File: src/rtl/tga_rle_pkg.sv
// Shared types and constants for the TGA run-length pixel decoder.
`default_nettype none

package tga_rle_pkg;

    localparam int unsigned PIXEL_W = 32;
    localparam int unsigned COUNT_W = 8;

    localparam logic [7:0] COUNT_MASK = 8'h7f;
    localparam logic [7:0] RUN_BIT    = 8'h80;

    localparam logic [1:0] REG_PIXEL_BYTES_MODE = 2'd0;
    localparam logic [1:0] REG_RLE_ENABLE       = 2'd1;
    localparam logic [1:0] REG_PIXEL_TOTAL      = 2'd2;

    localparam logic [1:0] MODE_ONE_BYTE   = 2'd0;
    localparam logic [1:0] MODE_THREE_BYTE = 2'd1;

    typedef enum logic [1:0] {
        ST_IDLE,
        ST_CALC_ROOM,
        ST_CALC_MIN,
        ST_EMIT
    } state_t;

    typedef enum logic {
        ALU_SUB,
        ALU_ADD
    } alu_op_t;

    typedef struct packed {
        alu_op_t            op;
        logic [PIXEL_W-1:0] a;
        logic [PIXEL_W-1:0] b;
    } alu_req_t;

endpackage

`default_nettype wire

File: src/rtl/tga_rle_alu.sv
// Shared 32-bit add/subtract unit used by the decoder sequencer.
`default_nettype none

module tga_rle_alu (
    input  var tga_rle_pkg::alu_req_t req,
    output logic [31:0]               result,
    output logic                      carry
);
    import tga_rle_pkg::*;

    logic [PIXEL_W:0] wide;

    always_comb
    begin
        unique case (req.op)
            ALU_SUB: wide = {1'b0, req.a} - {1'b0, req.b};
            ALU_ADD: wide = {1'b0, req.a} + {1'b0, req.b};
            default: wide = '0;
        endcase
        result = wide[PIXEL_W-1:0];
        carry  = wide[PIXEL_W];
    end

endmodule

`default_nettype wire

File: src/rtl/tga_rle_pixel_decoder_core.sv
// Top level of the TGA run-length pixel decoder.
//
// Usage: feed the image data bytes that follow the TGA header on the input
// channel (in_valid / in_stall / data_byte). Decoded pixels leave on the output
// channel, one or two identical run pixels per result, with the linear index of
// the first one. A byte that is a packet header or does not finish a pixel is
// taken while idle and gives no result. A byte that finishes a pixel passes
// through the shared add/subtract unit (room left, then clip to the packet),
// then gives ceil(n/2) results, one per cycle while the receiver does not
// stall. in_stall stays high from the finishing byte until its last result is
// taken. While out_stall is high the current result holds. Bytes after the
// pixel total are taken and dropped. Reset or any configuration write
// (wr_en / wr_index / wr_data) clears the decode state; writes belong to idle
// periods only.
`default_nettype none

module tga_rle_pixel_decoder_core #(
    parameter int unsigned MAX_PIXEL_BYTES = 4
) (
    input  wire logic        clk,
    input  wire logic        rst_n,
    input  wire logic        wr_en,
    input  wire logic [1:0]  wr_index,
    input  wire logic [31:0] wr_data,
    input  wire logic        in_valid,
    output logic             in_stall,
    input  wire logic [7:0]  data_byte,
    output logic             out_valid,
    input  wire logic        out_stall,
    output logic [31:0]      first_pixel,
    output logic [31:0]      second_pixel,
    output logic [1:0]       pixel_count,
    output logic [31:0]      first_index,
    output logic             last_of_run,
    output logic             image_done,
    output logic             overrun
);
    import tga_rle_pkg::*;

    localparam int unsigned GATHER_W = 8 * MAX_PIXEL_BYTES;
    localparam logic [2:0]  MAX_BPP  = 3'(MAX_PIXEL_BYTES);

    state_t               state_reg, state_next;
    logic [1:0]           mode_reg, mode_next;
    logic                 rle_reg, rle_next;
    logic [31:0]          total_reg, total_next;
    logic                 expect_hdr_reg, expect_hdr_next;
    logic                 is_run_reg, is_run_next;
    logic [COUNT_W-1:0]   packet_left_reg, packet_left_next;
    logic [1:0]           byte_pos_reg, byte_pos_next;
    logic [GATHER_W-1:0]  gather_reg, gather_next;
    logic [31:0]          emitted_reg, emitted_next;
    logic                 finished_reg, finished_next;
    logic                 overrun_reg, overrun_next;
    logic [31:0]          pix_reg, pix_next;
    logic [31:0]          room_reg, room_next;
    logic [COUNT_W-1:0]   left_reg, left_next;
    logic [31:0]          index_reg, index_next;
    logic                 reach_reg, reach_next;

    alu_req_t             alu_req;
    logic [31:0]          alu_result;
    logic                 alu_carry;

    logic                 in_accept;
    logic                 out_accept;
    logic [2:0]           bpp_raw;
    logic [2:0]           bpp;
    logic                 pixel_done;
    logic [31:0]          merged;
    logic [COUNT_W-1:0]   want;
    logic [COUNT_W-1:0]   e_cnt;
    logic                 e_lt_want;
    logic                 reach;
    logic [1:0]           cnt;
    logic                 last_result;
    logic [COUNT_W-1:0]   left_after_pkt;

    tga_rle_alu u_alu (
        .req    (alu_req),
        .result (alu_result),
        .carry  (alu_carry)
    );

    assign in_accept  = in_valid && !in_stall;
    assign out_accept = out_valid && !out_stall;

    always_comb
    begin
        unique case (mode_reg)
            MODE_ONE_BYTE:   bpp_raw = 3'd1;
            MODE_THREE_BYTE: bpp_raw = 3'd3;
            default:         bpp_raw = 3'd4;
        endcase
        bpp = (bpp_raw > MAX_BPP) ? MAX_BPP : bpp_raw;
    end

    assign merged     = 32'(gather_reg) | (32'(data_byte) << {byte_pos_reg, 3'b000});
    assign pixel_done = !((3'(byte_pos_reg) + 3'd1) < bpp);

    assign want = (rle_reg && is_run_reg) ? packet_left_reg : COUNT_W'(1);
    assign cnt  = (left_reg >= COUNT_W'(2)) ? 2'd2 : 2'd1;
    assign last_result = (left_reg <= COUNT_W'(2));

    // Clip the packet to the room left in the image.
    always_comb
    begin
        if (alu_carry)
        begin
            e_cnt     = want;
            e_lt_want = 1'b0;
            reach     = 1'b0;
        end
        else
        begin
            e_cnt     = room_reg[COUNT_W-1:0];
            e_lt_want = (alu_result != 32'd0);
            reach     = 1'b1;
        end
    end

    assign left_after_pkt = is_run_reg ? '0 : packet_left_reg - COUNT_W'(1);

    always_comb
    begin
        alu_req.op = ALU_SUB;
        alu_req.a  = total_reg;
        alu_req.b  = emitted_reg;
        unique case (state_reg)
            ST_CALC_MIN:
            begin
                alu_req.op = ALU_SUB;
                alu_req.a  = 32'(want);
                alu_req.b  = room_reg;
            end
            ST_EMIT:
            begin
                alu_req.op = ALU_ADD;
                alu_req.a  = index_reg;
                alu_req.b  = 32'(cnt);
            end
            default:
            begin
                alu_req.op = ALU_SUB;
                alu_req.a  = total_reg;
                alu_req.b  = emitted_reg;
            end
        endcase
    end

    // Next state.
    always_comb
    begin
        state_next = state_reg;
        unique case (state_reg)
            ST_IDLE:
                if (in_accept && !finished_reg && !(rle_reg && expect_hdr_reg) && pixel_done)
                    state_next = ST_CALC_ROOM;
            ST_CALC_ROOM:
                state_next = ST_CALC_MIN;
            ST_CALC_MIN:
                state_next = (e_cnt == '0) ? ST_IDLE : ST_EMIT;
            ST_EMIT:
                if (out_accept && last_result)
                    state_next = ST_IDLE;
            default:
                state_next = ST_IDLE;
        endcase
        if (wr_en)
            state_next = ST_IDLE;
    end

    // Datapath and control register updates.
    always_comb
    begin
        mode_next        = mode_reg;
        rle_next         = rle_reg;
        total_next       = total_reg;
        expect_hdr_next  = expect_hdr_reg;
        is_run_next      = is_run_reg;
        packet_left_next = packet_left_reg;
        byte_pos_next    = byte_pos_reg;
        gather_next      = gather_reg;
        emitted_next     = emitted_reg;
        finished_next    = finished_reg;
        overrun_next     = overrun_reg;
        pix_next         = pix_reg;
        room_next        = room_reg;
        left_next        = left_reg;
        index_next       = index_reg;
        reach_next       = reach_reg;

        unique case (state_reg)
            ST_IDLE:
                if (in_accept && !finished_reg)
                begin
                    if (rle_reg && expect_hdr_reg)
                    begin
                        packet_left_next = COUNT_W'(data_byte & COUNT_MASK) + COUNT_W'(1);
                        is_run_next      = (data_byte & RUN_BIT) != 8'd0;
                        expect_hdr_next  = 1'b0;
                        byte_pos_next    = '0;
                        gather_next      = '0;
                    end
                    else if (!pixel_done)
                    begin
                        gather_next   = merged[GATHER_W-1:0];
                        byte_pos_next = byte_pos_reg + 2'd1;
                    end
                    else
                    begin
                        pix_next      = 32'(merged[GATHER_W-1:0]);
                        gather_next   = '0;
                        byte_pos_next = '0;
                    end
                end
            ST_CALC_ROOM:
                room_next = alu_result;
            ST_CALC_MIN:
            begin
                left_next  = e_cnt;
                index_next = emitted_reg;
                reach_next = reach;
                if (rle_reg)
                begin
                    packet_left_next = left_after_pkt;
                    expect_hdr_next  = (left_after_pkt == '0);
                end
                if (reach)
                    finished_next = 1'b1;
                if (rle_reg && reach &&
                    (e_lt_want || (!is_run_reg && packet_left_reg != COUNT_W'(1))))
                    overrun_next = 1'b1;
            end
            ST_EMIT:
                if (out_accept)
                begin
                    left_next  = left_reg - COUNT_W'(cnt);
                    index_next = alu_result;
                    if (last_result)
                        emitted_next = alu_result;
                end
            default:
            begin
            end
        endcase

        if (wr_en)
        begin
            unique case (wr_index)
                REG_PIXEL_BYTES_MODE: mode_next  = wr_data[1:0];
                REG_RLE_ENABLE:       rle_next   = wr_data[0];
                REG_PIXEL_TOTAL:      total_next = wr_data;
                default:
                begin
                end
            endcase
            if (wr_index == REG_PIXEL_BYTES_MODE || wr_index == REG_RLE_ENABLE ||
                wr_index == REG_PIXEL_TOTAL)
            begin
                expect_hdr_next  = 1'b1;
                is_run_next      = 1'b0;
                packet_left_next = '0;
                byte_pos_next    = '0;
                gather_next      = '0;
                emitted_next     = '0;
                finished_next    = 1'b0;
                overrun_next     = 1'b0;
            end
        end
    end

    always_ff @(posedge clk or negedge rst_n)
    begin
        if (!rst_n)
        begin
            state_reg       <= ST_IDLE;
            mode_reg        <= MODE_THREE_BYTE;
            rle_reg         <= 1'b1;
            total_reg       <= '0;
            expect_hdr_reg  <= 1'b1;
            is_run_reg      <= 1'b0;
            packet_left_reg <= '0;
            byte_pos_reg    <= '0;
            gather_reg      <= '0;
            emitted_reg     <= '0;
            finished_reg    <= 1'b0;
            overrun_reg     <= 1'b0;
        end
        else
        begin
            state_reg       <= state_next;
            mode_reg        <= mode_next;
            rle_reg         <= rle_next;
            total_reg       <= total_next;
            expect_hdr_reg  <= expect_hdr_next;
            is_run_reg      <= is_run_next;
            packet_left_reg <= packet_left_next;
            byte_pos_reg    <= byte_pos_next;
            gather_reg      <= gather_next;
            emitted_reg     <= emitted_next;
            finished_reg    <= finished_next;
            overrun_reg     <= overrun_next;
        end
    end

    always_ff @(posedge clk)
    begin
        pix_reg   <= pix_next;
        room_reg  <= room_next;
        left_reg  <= left_next;
        index_reg <= index_next;
        reach_reg <= reach_next;
    end

    // Outputs.
    always_comb
    begin
        in_stall     = (state_reg != ST_IDLE);
        out_valid    = (state_reg == ST_EMIT);
        first_pixel  = pix_reg;
        second_pixel = (cnt == 2'd2) ? pix_reg : 32'd0;
        pixel_count  = cnt;
        first_index  = index_reg;
        last_of_run  = last_result;
        image_done   = last_result && reach_reg;
        overrun      = overrun_reg;
    end

endmodule

`default_nettype wire
File: config.mk
export PLATFORM = sky130hd
export DESIGN_NAME = tga_rle_pixel_decoder_core
export DESIGN_NICKNAME = d
export VERILOG_FILES = /design/src/rtl/tga_rle_pkg.sv /design/src/rtl/tga_rle_alu.sv /design/src/rtl/tga_rle_pixel_decoder_core.sv
export SDC_FILE = /design/constraint.sdc
export NUM_CORES = 1
export LEC_CHECK = 0
export BUFFER_PORTS_ARGS = -buffer_cell sky130_fd_sc_hd__buf_4
export CORE_ASPECT_RATIO = 0.9
export CORE_MARGIN = 1.5
export CORE_UTILIZATION = 28
export DETAILED_ROUTE_END_ITERATION = 10
export PLACE_DENSITY = 0.52
export REMOVE_ABC_BUFFERS = 1
export SETUP_SLACK_MARGIN = 0.2
export SYNTH_ARGS = -nofsm -noshare
export SYNTH_HDL_FRONTEND = slang
export SYNTH_SLANG_ARGS = --single-unit
File: constraint.sdc
create_clock -name clk -period 9.13 [get_ports clk]
set_clock_uncertainty 0.15 [all_clocks]
set_input_delay 1.826 -clock clk [delete_from_list [all_inputs] [get_ports clk]]
set_output_delay 1.826 -clock clk [all_outputs]
set_load 0.01 [all_outputs]
==> flow_summary.toml, run 1 <==
[final_layout]
drive_gt1_share_pct = 18.2
layout.cells.non_filler = 2186
n_antenna_cell = 0
final_util_pct = 34.3
syn2layout_area_growth_pct = 19.9
nets = 1640

[placed_design]
dp_hpwl_um = 30400
post-place-ws_ns = 1.86
place_congestion = 0.896
port_buffers = 149
dpl.cell_count = 2138

[hold_path]
min_from = "total_reg[23]$_DFFE_PN0P_"
hp-class = "reg2reg"
whs_endpoint = "total_reg[23]$_DFFE_PN0P_"
holdPathStages = 1

[logic_synthesis]
synth_top_flop_cell = "dfrtp_1"
synthArstFlopShare_pct = 52.3
synth_top_area_share_pct = 23.5
yosysTopAreaCell = "edfxtp_1"
yosysSeqAreaShare_pct = 44.9
synthTopCellsByArea = "edfxtp_1, dfrtp_1, nand2_1, a21oi_1, ha_1"
syn_area_per_cell_um2 = 9.33
yosysWarnings = 0
synth_commonest_cells = "nand2_1, a21oi_1, dfrtp_1"
yosysMostFrequentCell = "nand2_1"
syn_area_um2 = 13400
synth_edf_count = 105
yosys_register_bits = 220
synth_cell_types = 76
syn_inst = 1439

[drt]
vias = 11300
viasPerCell = 5.19
drtAntennaViolNets = 0
drc = 0
firstDrtPassIters = 5
routed_wirelength_um = 43200
drtIter0Drc = 752
wl_per_cell_um = 19.8

[critical_path]
required_ns = 9.40
r2r-end = "overrun$_DFF_PN0_"
reg2reg_from = "left_reg[3]$_DFFE_PP_"
r2r_setup_slack_ns = 1.83
critPathArrivalTime_ns = 7.57
crit_path_end_kind = "flip-flop"
cp-start-kind = "flip-flop"
crit_type = "reg2reg"
reg2regPathDepth = 25
cp_max_fo = 10

[cts]
root_buffer = "clkbuf_16"
cts.sinks = 220
ctsHoldBuffers = 0
cts_tree = "done"
post_cts_buffers = 0
clock_latency_ns = 0.57
clkTransAtPathRegs_ns = 0.07
numCtsBuffers = 26
h-tree-depth = 1
cts-resized-gates = 0
clockBufferDepth = 3

[timing]
fmax_mhz = 137
rsz0062_at_grt = "no"
slew_violations = 0
finalSetupViolCount = 0
period_needed_ns = 7.30
period_share_pct = 80.0
maxSlewHeadroom_pct = 37.2
fin_ws_ns = 1.83
tns_ns = 0
hold_viol_final = 0
worst_pin_slew_ns = 0.934

[floorplanning]
die_w_um = 234
fp-row-count = 75
pin_count = 150
die_area_um2 = 49300
fp.dieH_um = 211
start_util_pct = 28.6
core_um2 = 47000

[global_route]
grt_max_degree = 49
antenna_found_initial = 0
gr-usage-all-layers_pct = 17.3
grt_overflow_total = 0
grt_pass1_wl_um = 66100
grt_pass1_vias = 11000

[run]
drv_cap = 0

[run_status]
status = "completed"
## metal layers
metal  GRT usage [%]  part of all wire, %  routed length, um
met2            27.0                   45              19600
met3            2.42                  4.7               2050
met4            3.69                  1.8                788
met1            25.3                   48              20800
met5               0                    0                  0
## worst max-delay path: stages, from the launching register on
cell and delay (ns):
edfxtp_1 0.43, or4_1 0.55, or3_1 0.38, nor2_4 0.10, nand2_1 0.07, o21ai_0 0.11
nor2_1 0.06, a21oi_1 0.14, ha_1 0.25, o221ai_1 0.21, nor4_2 0.54, nand3_1 0.32
nor2b_1 0.42, o221ai_1 0.27, xnor2_1 0.20, o22ai_1 0.12, ha_1 0.47, nand2_1 0.15
o21ai_0 0.28, a21o_1 0.19, and2_1 0.15, a221oi_1 0.10, or3_2 0.49, or4_1 0.55
nor4_1 0.34, a21oi_1 0.11
## cell usage in the layout, fill, tap and decap left out, types with 12 or more instances in the layout
| master | count |
|---|---|
| mux2i_1 | 12 |
| mux2_2 | 42 |
| o22ai_1 | 31 |
| a211oi_1 | 19 |
| buf_4 | 170 |
| a22o_1 | 26 |
| a21o_1 | 58 |
| inv_1 | 35 |
| a21oi_1 | 139 |
| nand4_1 | 12 |
| nor2b_1 | 40 |
| xnor2_1 | 54 |
| dfrtp_1 | 111 |
| edfxtp_1 | 105 |
| o21ai_0 | 35 |
| ha_1 | 41 |
| clkbuf_16 | 26 |
| o21bai_1 | 12 |
| nor2_1 | 99 |
| nand2_1 | 221 |
| nor3_1 | 26 |
| xor2_1 | 32 |
| nand3_1 | 26 |
| and3_1 | 13 |
## per-stage QoR
step / instance area [um2] / hold WS [ns]
after floorplan: 13100 / 0.326
after global placement: 15200 / 0.342
after detailed placement: 15200 / 0.346
after CTS: 16100 / 0.361
after global routing: 16100 / 0.376
final: 16100 / 0.359
## how the worst max path moves through the flow
stage	cells past startpoint	end	slack (ns)	start
after CTS	26	left_reg[1]$_DFFE_PP_	1.82	left_reg[3]$_DFFE_PP_
after global placement	26	left_reg[3]$_DFFE_PP_	1.98	left_reg[3]$_DFFE_PP_
final	25	overrun$_DFF_PN0_	1.83	left_reg[3]$_DFFE_PP_
after global routing	26	left_reg[5]$_DFFE_PP_	1.29	left_reg[3]$_DFFE_PP_
after detailed placement	26	left_reg[4]$_DFFE_PP_	1.86	left_reg[3]$_DFFE_PP_
after floorplan	26	left_reg[1]$_DFFE_PP_	1.46	left_reg[3]$_DFFE_PP_
## cells by family after synthesis
| family | Yosys count | synth area share, % |
|---|---|---|
| flops | 220 | 44.9 |
| compound gates | 406 | 19.8 |
| mux | 54 | 4.42 |
| fa+ha+maj | 43 | 4.12 |
| buf+inv | 127 | 3.74 |
| xor+xnor | 86 | 5.61 |
| simple gates | 503 | 17.4 |
## area by class of cell
class | instances | area [um2]
timing repair buffer | 170 | 1280
tap | 616 | 771
clock buffer | 35 | 714
fill | 4797 | 30900
multi-input combinational | 1092 | 6920
clock inverter | 13 | 236
sequential | 220 | 6040
inverter | 40 | 151
Power of run 1 is left out: the tool's default activity adds up to more than one toggle a clock period on the data nets, which glitch-free logic cannot reach.
==> run 2: changes to the inputs <==
--- a/config.mk
+++ b/config.mk
@@ -10,7 +10,7 @@
 export CORE_MARGIN = 1.5
 export CORE_UTILIZATION = 28
 export DETAILED_ROUTE_END_ITERATION = 10
-export PLACE_DENSITY = 0.52
+export PLACE_DENSITY = 0.54
 export REMOVE_ABC_BUFFERS = 1
 export SETUP_SLACK_MARGIN = 0.2
 export SYNTH_ARGS = -nofsm -noshare
==> constraint.sdc (replaced) <==
create_clock -name clk -period 6.42 [get_ports clk]
set_clock_uncertainty 0.15 [all_clocks]
set_input_delay 1.284 -clock clk [delete_from_list [all_inputs] [get_ports clk]]
set_output_delay 1.284 -clock clk [all_outputs]
set_load 0.01 [all_outputs]
==> run 2 against run 1 <==
Effect of this change:
- count of clock-buffer cells in the layout shrank 1
- critical path depth down 1
- via count increased by 3.2%
==> flow_summary.toml, run 2 (synthesis results as in run 1) <==
[run_status]
status = "completed"

[global_route]
grt_pass1_wl_um = 67900
grt_busiest_layer = "met2"
grt_max_degree = 74
grt_pass1_vias = 11600
antenna_found_initial = 0
grtUsageMet1_pct = 24.3
grt_use_met3_pct = 3.70
gr-usage-all-layers_pct = 17.6
met2_usage_pct = 28.2
grt_overflow_total = 0

[critical_path]
crit_type = "reg2reg"
cpPeakStageDelay_ns = 0.55
critPathArrivalTime_ns = 6.39
slowest_stage = "a2111o_1"
cp-start-kind = "flip-flop"
cp_max_fo = 4
required_ns = 6.71
crit_path_end_kind = "flip-flop"
cp_cell_sequence = "or4_1, or3_4, nor2_4, nand2_1, o21ai_1, nor2_1, a21oi_1, ha_2, o221ai_2, nor4_2, buf_4, buf_4, nand4_1, a2111o_1, xnor2_2, o22ai_2, ha_4, nand2_1, nor4_2, a221oi_2, or3_2, or4_4, nor4_4, a21oi_2"
cpLargestDelayFamily = "simple AND/OR/NAND/NOR gates"
cp.buffers_inverters = 2

[cts]
numCtsBuffers = 26
ctsHoldBuffers = 0
cts.sinks = 220
cts_tree = "done"
clock_latency_ns = 0.57
clkTransAtPathRegs_ns = 0.07
h-tree-depth = 1
root_buffer = "clkbuf_16"
clockBufferDepth = 3

[final_layout]
register_area_um2 = 6040
most-common-layout-cells = "buf_4, nand2_1, a21oi_1"
fin_area_um2 = 17200
drive_gt1_share_pct = 26.7
final_common_cell = "buf_4"
fillerInstances = 4677
multiInputGateArea_um2 = 7260
syn2layout_area_growth_pct = 27.7
n_antenna_cell = 0
nets = 1740

[timing]
slew_violations = 0
maxSlewHeadroom_pct = 25.5
finalSetupViolCount = 0
fmax_mhz = 164
period_share_pct = 95.1
worst_pin_slew_ns = 1.12
rsz0062_at_grt = "yes"
period_needed_ns = 6.11
fin_ws_ns = 0.313
hold_viol_final = 0

[drt]
drtIter0Drc = 838
drtAntennaViolNets = 0
firstDrtPassIters = 5
drc = 0
routed_wirelength_um = 44200
vias = 11700
wl_per_cell_um = 19.3
viasPerCell = 5.12

[placed_design]
dpl_cell_area_um2 = 15700
post-place-ws_ns = -0.0150
dp_hpwl_um = 30600
place_congestion = 0.884
port_buffers = 149

[floorplanning]
fp-row-count = 75
die_w_um = 234
die_area_um2 = 49300
start_util_pct = 28.6
pin_count = 150
fp.dieH_um = 211
core_um2 = 47000

[run]
drv_cap = 0

[hold_path]
hp-class = "reg2reg"
[run 2: metrics by stage]
step                      util (%)  instances  hold WS, ns  TNS [ns]
final                         36.5       2286        0.359         0
after global routing          36.5       2286        0.371         0
after CTS                     35.7       2273        0.362         0
after detailed placement      33.3       2207        0.345   -0.0278
after global placement        33.3       2207        0.341         0
after floorplan                  -       1352        0.326    -35.92
[run 2: area by class of cell]
cell class / count / area share [%]
multi-input cells: 1093 / 42.3
flip-flops and latches: 220 / 35.2
repair buffers: 269 / 11.8
well taps: 616 / 4.49
clock buffers: 34 / 4.20
clock inverters: 14 / 1.05
inverters: 40 / 0.883
[run 2: worst paths after layout]
path                                      startpoint                   endpoint  slack (ns)  cells after the start
min in group asynchronous                      rst_n   total_reg[7]$_DFFE_PN0P_        0.56                      1
setup / recovery               left_reg[6]$_DFFE_PP_          overrun$_DFF_PN0_        0.31                     24
hold reg to reg            total_reg[13]$_DFFE_PN0P_  total_reg[13]$_DFFE_PN0P_        0.36                      1
max in group asynchronous                      rst_n   state_reg[1]$_DFFE_PN0P_        3.96                      2
setup reg to reg               left_reg[6]$_DFFE_PP_          overrun$_DFF_PN0_        0.31                     24
hold / removal             total_reg[13]$_DFFE_PN0P_  total_reg[13]$_DFFE_PN0P_        0.36                      1
[run 2: timing repair]
| item | 4_1_cts | 5_1_grt |
|---|---|---|
| gates resized for setup | 20 | 60 |
| endpoints found under the setup margin | 13 | 27 |
| pin swaps | 7 | 31 |
| buffers inserted | 18 | 12 |
| gates cloned | 0 | 1 |
[run 2: layer usage]
layer  share of wire [%]  wire length [um]
met5                   0                 0
met4                 2.2               982
met3                 6.4              2810
met2                  46             20400
met1                  45             19900
Power of run 2 is left out for the same reason.
==> run 3: changes to the inputs <==
--- a/config.mk
+++ b/config.mk
@@ -5,6 +5,7 @@
 export SDC_FILE = /design/constraint.sdc
 export NUM_CORES = 1
 export LEC_CHECK = 0
+export ABC_AREA = 1
 export BUFFER_PORTS_ARGS = -buffer_cell sky130_fd_sc_hd__buf_4
 export CORE_ASPECT_RATIO = 0.9
 export CORE_MARGIN = 1.5
==> run 3 against run 2 <==
Effect of this change:
- non-clock buffer count shrank 103
- sequential cell count is the same
- synthesized area grew 2.4%
- worst setup slack gained 0.47 ns
- highest routed layer unchanged
==> flow_summary.toml, run 3 <==
[logic_synthesis]
synth_top_family_by_area = "simple AND/OR/NAND/NOR gates"
synth_compound_gate_area_share_pct = 15.0
synthAdderAreaFrac_pct = 4.02
yosysSeqAreaShare_pct = 43.9
synth_cell_types = 58
yosysTopAreaCell = "edfxtp_1"
yosysWarnings = 0
syn_area_per_cell_um2 = 7.82
yosys_register_bits = 220
synth_edf_count = 105
synthSimpleGateAreaFrac_pct = 24.2
yosysMostFrequentCell = "nand2_1"
syn_area_um2 = 13800
synthTopCellsByArea = "edfxtp_1, dfrtp_1, nand2_1, inv_1, a21oi_1"
synth_mux_area_share_pct = 2.46
synth_top_flop_cell = "dfrtp_1"
synthXorXnorAreaFrac_pct = 1.46
synth_top_area_share_pct = 22.9
synth_commonest_cells = "nand2_1, inv_1, nor2_1"
syn_inst = 1759
synthArstFlopShare_pct = 52.3

[floorplanning]
die_w_um = 237
fp.dieH_um = 213
die_area_um2 = 50500
core_um2 = 48200
start_util_pct = 28.5
pin_count = 150
fp-row-count = 76

[final_layout]
fin_area_um2 = 16400
layout.cells.non_filler = 2535
drive_gt1_share_pct = 14.9
fillerInstances = 5037
most-common-layout-cells = "nand2_1, inv_1, buf_4"
nets = 1980
syn2layout_area_growth_pct = 19.1
final_common_cell = "nand2_1"

[critical_path]
cp_max_fo = 20
cp-start-kind = "flip-flop"
crit_path_end_kind = "flip-flop"
cpPeakStageDelay_ns = 0.54
cp.buffers_inverters = 3
slowest_stage = "dfrtp_1"
critPathArrivalTime_ns = 5.93
cpLargestDelayFamily = "simple AND/OR/NAND/NOR gates"
crit_type = "reg2reg"
cp_common_cell = "nand2_1"
required_ns = 6.71

[timing]
period_needed_ns = 5.64
finalSetupViolCount = 0
fin_hold_ws_ns = 0.338
fin_ws_ns = 0.780
maxSlewHeadroom_pct = 25.5
rsz0062_at_grt = "no"
period_share_pct = 87.8
slew_violations = 0
fmax_mhz = 177
hold_viol_final = 0
worst_pin_slew_ns = 1.11

[cts]
root_buffer = "clkbuf_16"
cts-resized-gates = 0
clkTransAtPathRegs_ns = 0.06
numCtsBuffers = 26
clockBufferDepth = 3
ctsHoldBuffers = 0
h-tree-depth = 1
clock_latency_ns = 0.57
cts.sinks = 220
cts_tree = "done"
post_cts_buffers = 0

[placed_design]
dpl_cell_area_um2 = 15500
dpl.cell_count = 2486
place_congestion = 0.949
dp_hpwl_um = 33900
port_buffers = 149
post-place-ws_ns = 0.793

[drt]
wl_per_cell_um = 18.0
drtIter0Drc = 1010
routed_wirelength_um = 45700
firstDrtPassIters = 7
vias = 12400
drtAntennaViolNets = 0
viasPerCell = 4.88
drc = 0

[hold_path]
hp-class = "reg2reg"

[global_route]
gr-usage-all-layers_pct = 18.0
grt_overflow_total = 0
grt_pass1_wl_um = 70400
grt_max_degree = 58
antenna_found_initial = 1
grt_pass1_vias = 11900

[run_status]
status = "completed"

[run]
drv_cap = 0
## run 3: cell types whose count changed after synthesis, sizes merged, moves of 23 or more
cell	before	now
nand2	222	464
inv	39	250
nand3	26	85
nor2	103	160
a21o	58	2
o21ai	45	99
xnor2	54	6
nor2b	40	0
o22ai	31	8
## run 3: final timing paths
| path | from | end | slack, ns | cells past startpoint |
|---|---|---|---|---|
| min reg2reg | mode_reg[1]$_DFFE_PN0P_ | mode_reg[1]$_DFFE_PN0P_ | 0.34 | 2 |
| max | state_reg[1]$_DFFE_PN0P_ | state_reg[1]$_DFFE_PN0P_ | 0.78 | 35 |
| max in group asynchronous | rst_n | gather_reg[0]$_DFF_PN0_ | 4.40 | 2 |
| max reg2reg | state_reg[1]$_DFFE_PN0P_ | state_reg[1]$_DFFE_PN0P_ | 0.78 | 35 |
| min in group asynchronous | rst_n | emitted_reg[28]$_DFF_PN0_ | 0.56 | 1 |
| min | mode_reg[1]$_DFFE_PN0P_ | mode_reg[1]$_DFFE_PN0P_ | 0.34 | 2 |
## run 3: kinds of logic (layout without fill, tap and decap cells)
| logic type | after synthesis | in the layout |
|---|---|---|
| AND/OR/NAND/NOR | 781 | 781 |
| AO/OA/AOI/OAI | 345 | 345 |
| buffers and inverters | 317 | 468 |
| flip-flops | 220 | 220 |
| adder cells (fa/ha/maj) | 43 | 43 |
| multiplexers | 30 | 30 |
| XOR/XNOR | 23 | 23 |
| other | 0 | 1 |
## run 3: worst register-to-register path, delay by kind of cell, from the launching register on
| family | cells | cell delay [ns] |
|---|---|---|
| AND/OR/NAND/NOR | 25 | 3.03 |
| AO/OA/AOI/OAI | 5 | 0.91 |
| flip-flops | 1 | 0.54 |
| adder cells (fa/ha/maj) | 2 | 0.51 |
| buffers and inverters | 3 | 0.39 |
## run 3: layout make-up
class / instances / area (um2) / share of cell area (%)
multi-input combinational: 1222 / 6510 / 39.8
antenna: 1 / 2.50 / 0.0153
clock inverter: 14 / 129 / 0.787
timing repair buffer: 166 / 1250 / 7.61
tap: 624 / 781 / 4.77
sequential: 220 / 6030 / 36.9
inverter: 254 / 956 / 5.84
clock buffer: 34 / 711 / 4.34
## run 3: stage by stage
stage | setup TNS [ns] | utilization, %
CTS | 0 | 34.0
global route | 0 | 34.0
global placement | 0 | 32.2
floorplan | -0.231 | -
detailed placement | 0 | 32.2
finish | 0 | 34.0
## run 3: per-layer routing
layer  vias to the layer above  global-route usage, %  part of all wire (%)
met2                       361                   28.2                    43
met3                        54                   3.14                   5.6
li1                       6103                      -                     -
met4                         0                   4.24                   2.2
met5                         -                      0                     0
met1                      5855                   25.6                    49
Power of run 3 is left out for the same reason.
